File: src/hdl/rvas_pkg.sv
// Shared types and constants for the reverse adjoint sweep.
// Used by rvas_front, rvas_back and reverse_adjoint_sweep; no dependencies.
package rvas_pkg;

    localparam int TAPE_DEPTH_DEF = 64;
    localparam int FRAC_BITS_DEF  = 16;
    localparam int QW             = 32;
    localparam int PW             = 6;

    typedef struct packed {
        logic signed [QW-1:0] partial_first;
        logic signed [QW-1:0] partial_second;
        logic [PW-1:0]        parent_first;
        logic [PW-1:0]        parent_second;
        logic                 has_first;
        logic                 has_second;
        logic                 last_entry;
    } t_entry;

endpackage

File: src/hdl/rvas_front.sv
// Input side: takes tape words and holds them in a two-slot queue.
// Depends on rvas_pkg for the packed entry type.
module rvas_front
    import rvas_pkg::*;
(
    input  logic                 i_clk,
    input  logic                 i_rst_n,
    input  logic                 i_valid,
    output logic                 o_ready,
    input  logic signed [QW-1:0] i_partial_first,
    input  logic signed [QW-1:0] i_partial_second,
    input  logic [PW-1:0]        i_parent_first,
    input  logic [PW-1:0]        i_parent_second,
    input  logic                 i_has_first,
    input  logic                 i_has_second,
    input  logic                 i_last_entry,
    output logic                 o_q_vld,
    output t_entry               o_q_word,
    input  logic                 i_q_pop
);

    t_entry     r_slot [2];
    logic       r_wp;
    logic       r_rp;
    logic [1:0] r_fill;
    logic       push;
    logic       pop;
    t_entry     in_word;

    always_comb begin
        in_word.partial_first  = i_partial_first;
        in_word.partial_second = i_partial_second;
        in_word.parent_first   = i_parent_first;
        in_word.parent_second  = i_parent_second;
        in_word.has_first      = i_has_first;
        in_word.has_second     = i_has_second;
        in_word.last_entry     = i_last_entry;
    end

    assign o_ready  = (r_fill != 2'd2);
    assign push     = i_valid && o_ready;
    assign pop      = i_q_pop && o_q_vld;
    assign o_q_vld  = (r_fill != 2'd0);
    assign o_q_word = r_slot[r_rp];

    always_ff @(posedge i_clk) begin
        if (push) begin
            r_slot[r_wp] <= in_word;
        end
    end

    always_ff @(posedge i_clk) begin
        if (!i_rst_n) begin
            r_wp   <= 1'b0;
            r_rp   <= 1'b0;
            r_fill <= 2'd0;
        end else begin
            if (push) begin
                r_wp <= ~r_wp;
            end
            if (pop) begin
                r_rp <= ~r_rp;
            end
            case ({push, pop})
                2'b10:   r_fill <= r_fill + 2'd1;
                2'b01:   r_fill <= r_fill - 2'd1;
                default: r_fill <= r_fill;
            endcase
        end
    end

endmodule

File: config.mk
export PLATFORM = sky130hd
export DESIGN_NAME = rvas_front
export DESIGN_NICKNAME = d
export VERILOG_FILES = /design/src/hdl/rvas_pkg.sv /design/src/hdl/rvas_front.sv
export SDC_FILE = /design/constraint.sdc
export NUM_CORES = 1
export LEC_CHECK = 0
export ABC_CLOCK_PERIOD_IN_PS = 2770
export BUFFER_PORTS_ARGS = -buffer_cell sky130_fd_sc_hd__buf_2
export CAP_MARGIN = 20
export CELL_PAD_IN_SITES_DETAIL_PLACEMENT = 2
export CELL_PAD_IN_SITES_GLOBAL_PLACEMENT = 2
export CORE_MARGIN = 5
export CORE_UTILIZATION = 34
export CTS_CLUSTER_SIZE = 28
export DETAILED_ROUTE_END_ITERATION = 6
export GPL_TIMING_DRIVEN = 0
export PLACE_DENSITY = 0.83
export SYNTH_ARGS = -nofsm -noshare
export SYNTH_HDL_FRONTEND = slang
export SYNTH_SLANG_ARGS = --single-unit
File: constraint.sdc
create_clock -name i_clk -period 2.77 [get_ports i_clk]
set_input_delay 0.1385 -clock i_clk [delete_from_list [all_inputs] [get_ports i_clk]]
set_output_delay 0.1385 -clock i_clk [all_outputs]
set_load 0.01 [all_outputs]
Word-level counts from Yosys, hierarchy flattened:

Memories as Yosys holds them, arrays and structs flattened. A register that Yosys moved wholly into a read port is not among the register bits.
Index checks and enable logic that the tools add are counted.

* bits in registers: 4
* bits in writable memories: 158
* bits of input ports: 83
* output and inout bits: 81
* word-level logic and storage cells: 20
* memories kept: 1

* add/subtract/negate cells: 2
* equal/unequal tests: 3
* muxes and demuxes: 5
* bitwise gates (word level): 2
* reductions and logical operators: 4

Memory list
* r_slot: depth 2, width 79, rd ports 1, clocked after memory_dff 1, wr ports 1, line rvas_front.sv:22 `t_entry r_slot [2];`

Operators with widths (count)
* two-way mux 1 bit: 4
* one-hot mux 2 bit (2 select lines): 1
* nonzero test 2 bit: 2
* adder 2 x 1 -> 2 bit (second input constant): 1
* equality test 2 x 1 -> 1 bit (second input constant): 1
* equality test 2 bit (second input constant): 1
* logical AND 1 bit: 2
* != test 2 bit (second input constant): 1
* inverter 1 bit: 2
* subtractor 2 x 1 -> 2 bit (second input constant): 1

Logic depth before layout (Yosys ltp):

Gate-level depths: netlist (run 1).

* depth in word-level cells: 4
* mapped depth: 6
* depth with buffers taken out: 6

Worst setup path after synthesis (run 1):

No wires, ideal clock.

* kind: register to register
* start: reg r_fill[0]
* end: mem r_slot[1][0] (netlist name) (enable)
* setup time: 0.446 ns
* arrival time: 2.547 ns
* data required time: 2.324 ns
* slack: -0.224 ns
* cell stages (with the launch flop): 3
* buffers on the path: 0
* period minus slack after synthesis: 2.994 ns
* cell sequence: dfxtp_1 > nand2b_1 > and3_1

* longest elaborated chain between the ends: 4

RTL lines
* start: declaration: line rvas_front.sv:25 `logic [1:0] r_fill;`
* start signal: assignment: line rvas_front.sv:65 `2'b10: r_fill <= r_fill + 2'd1;`
* start signal: assignment: line rvas_front.sv:66 `2'b01: r_fill <= r_fill - 2'd1;`
* start signal: assignment: line rvas_front.sv:67 `default: r_fill <= r_fill;`
* != test 2 bit: line rvas_front.sv:40 `assign o_ready = (r_fill != 2'd2);`
* via o_ready: line rvas_front.sv:9 `output logic o_ready,`
* logical AND 1 bit: line rvas_front.sv:41 `assign push = i_valid && o_ready;`
* two-way mux 1 bit: line rvas_front.sv:47 `if (push) begin`
* two-way mux 1 bit (not written as such): line rvas_front.sv:48 `r_slot[r_wp] <= in_word;`
* end: declaration: line rvas_front.sv:22

The timed path passes the listed nets, and every way through them passes these cells.

==> results of run 1 <==
[repair_timing]
item,4_1_cts,5_1_grt
gates resized for setup,0,0
hold endpoints to repair,161,0
hold buffers,80,0
[power groups by stage]
| stage | Clock (mW) | Combinational (mW) | Sequential, mW |
|---|---|---|---|
| after floorplan | 0 | 1.14 | 3.24 |
| after global placement | 0 | 1.81 | 3.26 |
| after detailed placement | 0 | 1.91 | 3.27 |
| after CTS | 2.42 | 2.02 | 3.22 |
| after global routing | 2.55 | 2.14 | 3.24 |
| final | 2.36 | 1.97 | 3.21 |
[metrics by stage]
stage / TNS, ns / hold WS [ns] / util
2_1_floorplan: 0 / 0.237 / -
3_3_place_gp: -66.40 / 0.325 / 0.409
3_5_place_dp: 0 / 0.331 / 0.412
4_1_cts: 0 / 0.0831 / 0.493
5_1_grt: 0 / 0.114 / 0.493
6_report: 0 / 0.104 / 0.493
[worst max path at each step]
stage	end	slack, ns	start	cells past startpoint
floorplan	r_slot[0][0]	0.06	r_fill[0]	3
global placement	r_slot[0][21]	-0.85	r_fill[0]	3
detailed placement	r_slot[1][21]	0.81	r_fill[0]	3
CTS	o_q_word[11]	0.76	flip-flop	4
global route	r_slot[1][68]	0.67	r_fill[0]	3
finish	o_q_word[11]	0.82	flip-flop	4
[metal layers]
metal	wire [µm]	global-route usage
met1	5450	0.156
met2	8730	0.298
met3	746	0.0386
met4	138	0.0444
met5	0	0
[sequential cells by signal, summed over array words and instances (netlist names), named ones only]
| signal | cells |
|---|---|
| r_wp | 1 |
| r_rp | 1 |
| r_slot | 158 |
| r_fill | 2 |
[worst reg2reg max path, stage by stage (launching register included)]
cell,delay (ns)
dfxtp_1,0.41
nand2b_1,0.23
and3_4,0.59
buf_12,0.32
[synthesized netlist by cell type]
cell type,count
nand2_1,1
a21boi_1,1
or2_2,1
buf_2,7
o21ai_0,1
mux2_2,79
dfxtp_1,5
a21boi_0,1
inv_1,1
buf_6,2
a21bo_2,1
or3_1,1
and3_1,1
and2_1,1
o21a_1,1
ha_1,1
nand2b_1,1
nor2b_1,2
edfxtp_1,158
xnor2_1,3
nand3b_1,1
[cell type report]
class / count / share of cell area
Buffer: 9 / 0.00679
Tap cell: 225 / 0.0332
Clock inverter: 13 / 0.0188
Inverter: 1 / 0.000738
Timing Repair Buffer: 245 / 0.196
Sequential cell: 163 / 0.572
Multi-Input combinational cell: 97 / 0.121
Clock buffer: 19 / 0.0511
[cell families (layout without fill, tap and decap cells)]
kind of cell               Yosys count  count (layout)  share of synthesized area
adders and majority gates            1               1                    0.00211
DFF                                163             163                      0.817
muxes                               79              79                      0.150
AOI/OAI and AO/OA                    5               5                    0.00633
xor gates and xnor gates             3               3                    0.00443
and+or+nand+nor                      9               9                    0.00929
buffers and inverters               10             287                     0.0103
==> results_dict.tcl, run 1 <==
set metrics [dict create \
    cpLargestDelayFamily "buffers and inverters" \
    post-place-cells 660 \
    power.density_nw_per_um2 891 \
    hp-class "in -> reg" \
    reg2reg_from "r_fill[0]" \
    hold_start "i_valid" \
    wl_um 15100 \
    cpMostUsedCell "buf_2" \
    p_sw_mw 2.07 \
    cp-start-kind "flip-flop" \
    wl_per_cell_um 19.5 \
    crit_type "reg -> out" \
    synth_fp_nets 354 \
    clk_pin_slew_ns 0.06 \
    p_int_mw 5.47 \
    path_max_fanout 10 \
    multi_input_area_um2 1030 \
    synthesis.area_um2 5930 \
    peakVddDrop_uv 402 \
    num_vias 3451 \
    syn-instance-count 270 \
    layout_commonest_cell "buf_2" \
    reg2reg_depth 3 \
    grt_usage 0.151 \
    r2r_slack_ns 0.84 \
    numCtsBuffers 17 \
    ys_ff_latch 163 \
    cts-root-buf "clkbuf_16" \
    htree_levels 4 \
    die_w_um 142 \
    first_iter_violations 127 \
    fin_cells 772 \
    stdcell_area_um2 8470 \
    grt_pass1_wl_um 23000 \
    clockBufferDepth 2 \
    fin_crit_ns 1.95 \
    setup_ws_ns 0.824 \
    antenna_left 0 \
    row_count 48 \
    start_util 0.345 \
    fin_skew_ns 0.00794 \
    cts_setup_buffers 0 \
    antenna_found_initial 0 \
    setup_violations 0 \
    timing.rr.end "r_slot[1][68]" \
    yosysTopAreaCellShare 0.801 \
    routabilityCongestion 0.730 \
    synth.largest_area_cell "edfxtp_1" \
    timing.fmax_mhz 514 \
    sequentialPowerShare 0.426 \
    ios 164 \
    yosysWarnings 0 \
    io_buffers 163 \
    hold_viol_final 0 \
    critPathSlowestCell "mux2_2" \
    slowest_delay_ns 0.39 \
    grt_start_max_net_pins 49 \
    synth_area_per_cell_um2 22.0 \
    final_cell_mix "buf_2, edfxtp_1, dlygate4sd3_1" \
    total_power_mw 7.55 \
    tightest_slew_ns 0.570 \
    fillers 1604 \
    placement.cell_area_um2 7080 \
    firstDrtPassIters 4 \
    cp.buffers_inverters 3 \
    die_area_um2 20200 \
    crit_path_end_kind "output pin" \
    comb_power_share 0.261 \
    switching_share 0.275 \
    cts.sinks 163 \
    pre_cts_slack_ns 0.807 \
    antenna_cells 0 \
    critPathRequiredTime_ns 2.63 \
    synth_area_leaders "edfxtp_1, mux2_2, dfxtp_1" \
    drcViolationCount 0 \
    worstPathCellList "buf_2 > buf_2 > mux2_2 > buf_2" \
    cts_tree "done" \
    drive_above_1_share 0.525 \
    overflow 0 \
    fin_nets 618 \
    synthDistinctLibCells 21 \
    status "finished, final reports clean" \
    slew-limit-headroom 0.620 \
    p_leak_nw 3.19 \
    cap_violations 0 \
    hold_depth 3 \
    synth-seq-area-share 0.817 \
    ff_latch_area_um2 4840 \
    post_drt_via_cell_ratio 4.47 \
    finalCritPeriodShare 0.702 \
    clkPwrFrac 0.313 \
    rsz0062_at_grt "false" \
    hpwlAfterDp_um 9650 \
    coreArea_um2 17200 \
    crit_arrival_ns 1.81 \
    syn_to_final_growth_pct 42.9 \
    drv_slew 0 \
    grt_pass1_vias 4111 \
    hold_end "r_wp" \
    die_y_um 142 \
    clkLatencyLatePin_ns 0.41 \
]
Power figures use the tool's default switching activity.
==> run 2: changes to the inputs <==
--- a/config.mk
+++ b/config.mk
@@ -5,17 +5,17 @@
 export SDC_FILE = /design/constraint.sdc
 export NUM_CORES = 1
 export LEC_CHECK = 0
-export ABC_CLOCK_PERIOD_IN_PS = 2770
+export ABC_CLOCK_PERIOD_IN_PS = 1900
 export BUFFER_PORTS_ARGS = -buffer_cell sky130_fd_sc_hd__buf_2
 export CAP_MARGIN = 20
 export CELL_PAD_IN_SITES_DETAIL_PLACEMENT = 2
 export CELL_PAD_IN_SITES_GLOBAL_PLACEMENT = 2
 export CORE_MARGIN = 5
-export CORE_UTILIZATION = 34
+export CORE_UTILIZATION = 38
 export CTS_CLUSTER_SIZE = 28
 export DETAILED_ROUTE_END_ITERATION = 6
 export GPL_TIMING_DRIVEN = 0
-export PLACE_DENSITY = 0.83
+export PLACE_DENSITY = 0.87
 export SYNTH_ARGS = -nofsm -noshare
 export SYNTH_HDL_FRONTEND = slang
 export SYNTH_SLANG_ARGS = --single-unit
==> constraint.sdc (replaced) <==
create_clock -name i_clk -period 1.9 [get_ports i_clk]
set_input_delay 0.095 -clock i_clk [delete_from_list [all_inputs] [get_ports i_clk]]
set_output_delay 0.095 -clock i_clk [all_outputs]
set_load 0.01 [all_outputs]
==> run 2 against run 1 <==
Sequential cell count unchanged; worst hold slack improved by 0.022 ns; cell area increased by 1.4%; clock power increased by 70%; critical endpoint is now o_q_word[34]; sequential power increased by 47%; largest cell class unchanged; sequential share of layout area decreased by 0.78 points; worst setup slack got worse by 0.73 ns; total power increased by 56%; first-iteration DRC count increased by 35%.
==> results_dict.tcl, run 2 (synthesis results as in run 1) <==
set metrics [dict create \
    cp.buffers_inverters 3 \
    syn_to_final_growth_pct 45.0 \
    drv_slew 0 \
    first_iter_violations 172 \
    clk_pin_slew_ns 0.06 \
    top_regs "r_slot (158), r_fill (2)" \
    fin_nets 619 \
    top_register "r_slot" \
    fillers 1315 \
    largest_reg_flops 158 \
    cts-root-buf "clkbuf_16" \
    die_area_um2 18200 \
    tightest_slew_ns 0.503 \
    final_cell_mix "buf_2, edfxtp_1, dlygate4sd3_1" \
    cts_tree "done" \
    fin_crit_ns 1.80 \
    power.density_nw_per_um2 1370 \
    ff_latch_area_um2 4850 \
    numCtsBuffers 17 \
    stdcell_area_um2 8590 \
    start_util 0.388 \
    grt_start_max_net_pins 47 \
    grt_usage 0.196 \
    placement.cell_area_um2 7090 \
    wl_per_cell_um 23.1 \
    antenna_left 0 \
    io_buffers 163 \
    multi_input_area_um2 1040 \
    firstDrtPassIters 4 \
    status "finished, final reports clean" \
    path_max_fanout 10 \
    cpLargestDelayFamily "buffers and inverters" \
    cpMostUsedCell "buf_2" \
    hp-class "in -> reg" \
    hpwlAfterDp_um 9910 \
    sequentialPowerShare 0.401 \
    finalCritPeriodShare 0.949 \
    cap_violations 0 \
    overflow 0 \
    clkPwrFrac 0.342 \
    post-route-util 0.563 \
    die_y_um 135 \
    clkLatencyLatePin_ns 0.43 \
    drcViolationCount 0 \
    slowest_delay_ns 0.37 \
    post_drt_via_cell_ratio 4.65 \
    crit_arrival_ns 1.71 \
    comb_power_share 0.257 \
    hold_viol_final 0 \
    crit_type "reg -> out" \
    routabilityCongestion 0.689 \
    slew-limit-headroom 0.665 \
    drive_above_1_share 0.531 \
    coreArea_um2 15300 \
    switching_share 0.273 \
    r2r_slack_ns 0.12 \
    num_vias 3528 \
    crit_path_end_kind "output pin" \
    critPathRequiredTime_ns 1.80 \
    worstPathCellList "buf_6 > buf_2 > mux2_2 > buf_2" \
    timing.fmax_mhz 554 \
    grt_pass1_wl_um 25900 \
    peakVddDrop_uv 1220 \
    critPathSlowestCell "mux2_2" \
    ios 164 \
    clockBufferDepth 2 \
    fin_skew_ns 0.00903 \
    setup_violations 0 \
    wl_um 17600 \
    row_count 45 \
    p_int_mw 8.55 \
    cts.sinks 163 \
    die_w_um 135 \
    p_sw_mw 3.22 \
    layout_commonest_cell "buf_2" \
    p_leak_nw 3.24 \
    antenna_found_initial 0 \
    antenna_cells 0 \
    htree_levels 4 \
    rsz0062_at_grt "false" \
    grt_pass1_vias 4222 \
    cp-start-kind "flip-flop" \
]
[run 2: cell types whose count changed in the layout (fill, tap and decap cells not counted), moves of 2 or more]
cell       previous run  this run
buf_2               170       166
bufinv_16             3         7
clkbuf_1              2         0
clkbuf_4              0         2
clkinv_4              2         0
[run 2: layer usage]
| layer | GRT usage | routed length (µm) | vias to the layer above |
|---|---|---|---|
| met1 | 0.204 | 6400 | 1785 |
| met4 | 0.0571 | 230 | 0 |
| met5 | 0 | 0 | - |
| met2 | 0.377 | 10100 | 118 |
| met3 | 0.0611 | 850 | 18 |
| li1 | - | - | 1607 |
[run 2: final cells by class]
type,instances,area share
flip-flops and latches,163,0.564
clock buffers,17,0.0495
well taps,211,0.0307
plain buffers,8,0.00743
repair buffers,246,0.196
clock inverters,15,0.0303
inverters,1,0.000874
multi-input cells,98,0.121
[run 2: power by group through the flow]
stage	Clock, mW	Combinational, mW	Sequential [mW]
floorplan	0	1.68	4.72
global placement	0	2.65	4.75
detailed placement	0	2.82	4.78
CTS	4.05	3.00	4.71
global route	4.30	3.25	4.76
finish	4.02	3.02	4.72
[run 2: path summary, 6_finish.rpt]
kind | start | endpoint | cells after the start
hold reg to reg | r_rp | r_rp | 2
setup reg to reg | r_fill[0] | r_slot[0][59] | 5
setup / recovery | flip-flop | o_q_word[34] | 4
hold / removal | i_valid | r_wp | 3
[run 2: worst min-delay path, delay by kind of cell]
family,cells,cell delay [ns]
buffers and inverters,1,0.17
AOI/OAI and AO/OA,2,0.24
[run 2: stage by stage]
| stage | setup TNS [ns] | power, mW | hold slack, ns | worst slack (ns) | std cells |
|---|---|---|---|---|---|
| 2_1_floorplan | -28.73 | 6.39 | 0.194 | -0.284 | 270 |
| 3_3_place_gp | -122.71 | 7.40 | 0.282 | -0.978 | 644 |
| 3_5_place_dp | 0 | 7.60 | 0.287 | 0.0999 | 647 |
| 4_1_cts | 0 | 11.8 | 0.0200 | 0.00319 | 759 |
| 5_1_grt | 0 | 12.3 | 0.115 | 0.00824 | 759 |
| 6_report | 0 | 11.8 | 0.126 | 0.0962 | 759 |
[run 2: timing repair]
action,CTS,global route
setup endpoints to repair,63,51
gates cloned,0,1
endpoints found under the hold margin,163,0
setup buffers,0,0
resized for setup,2,4
hold buffers,80,0
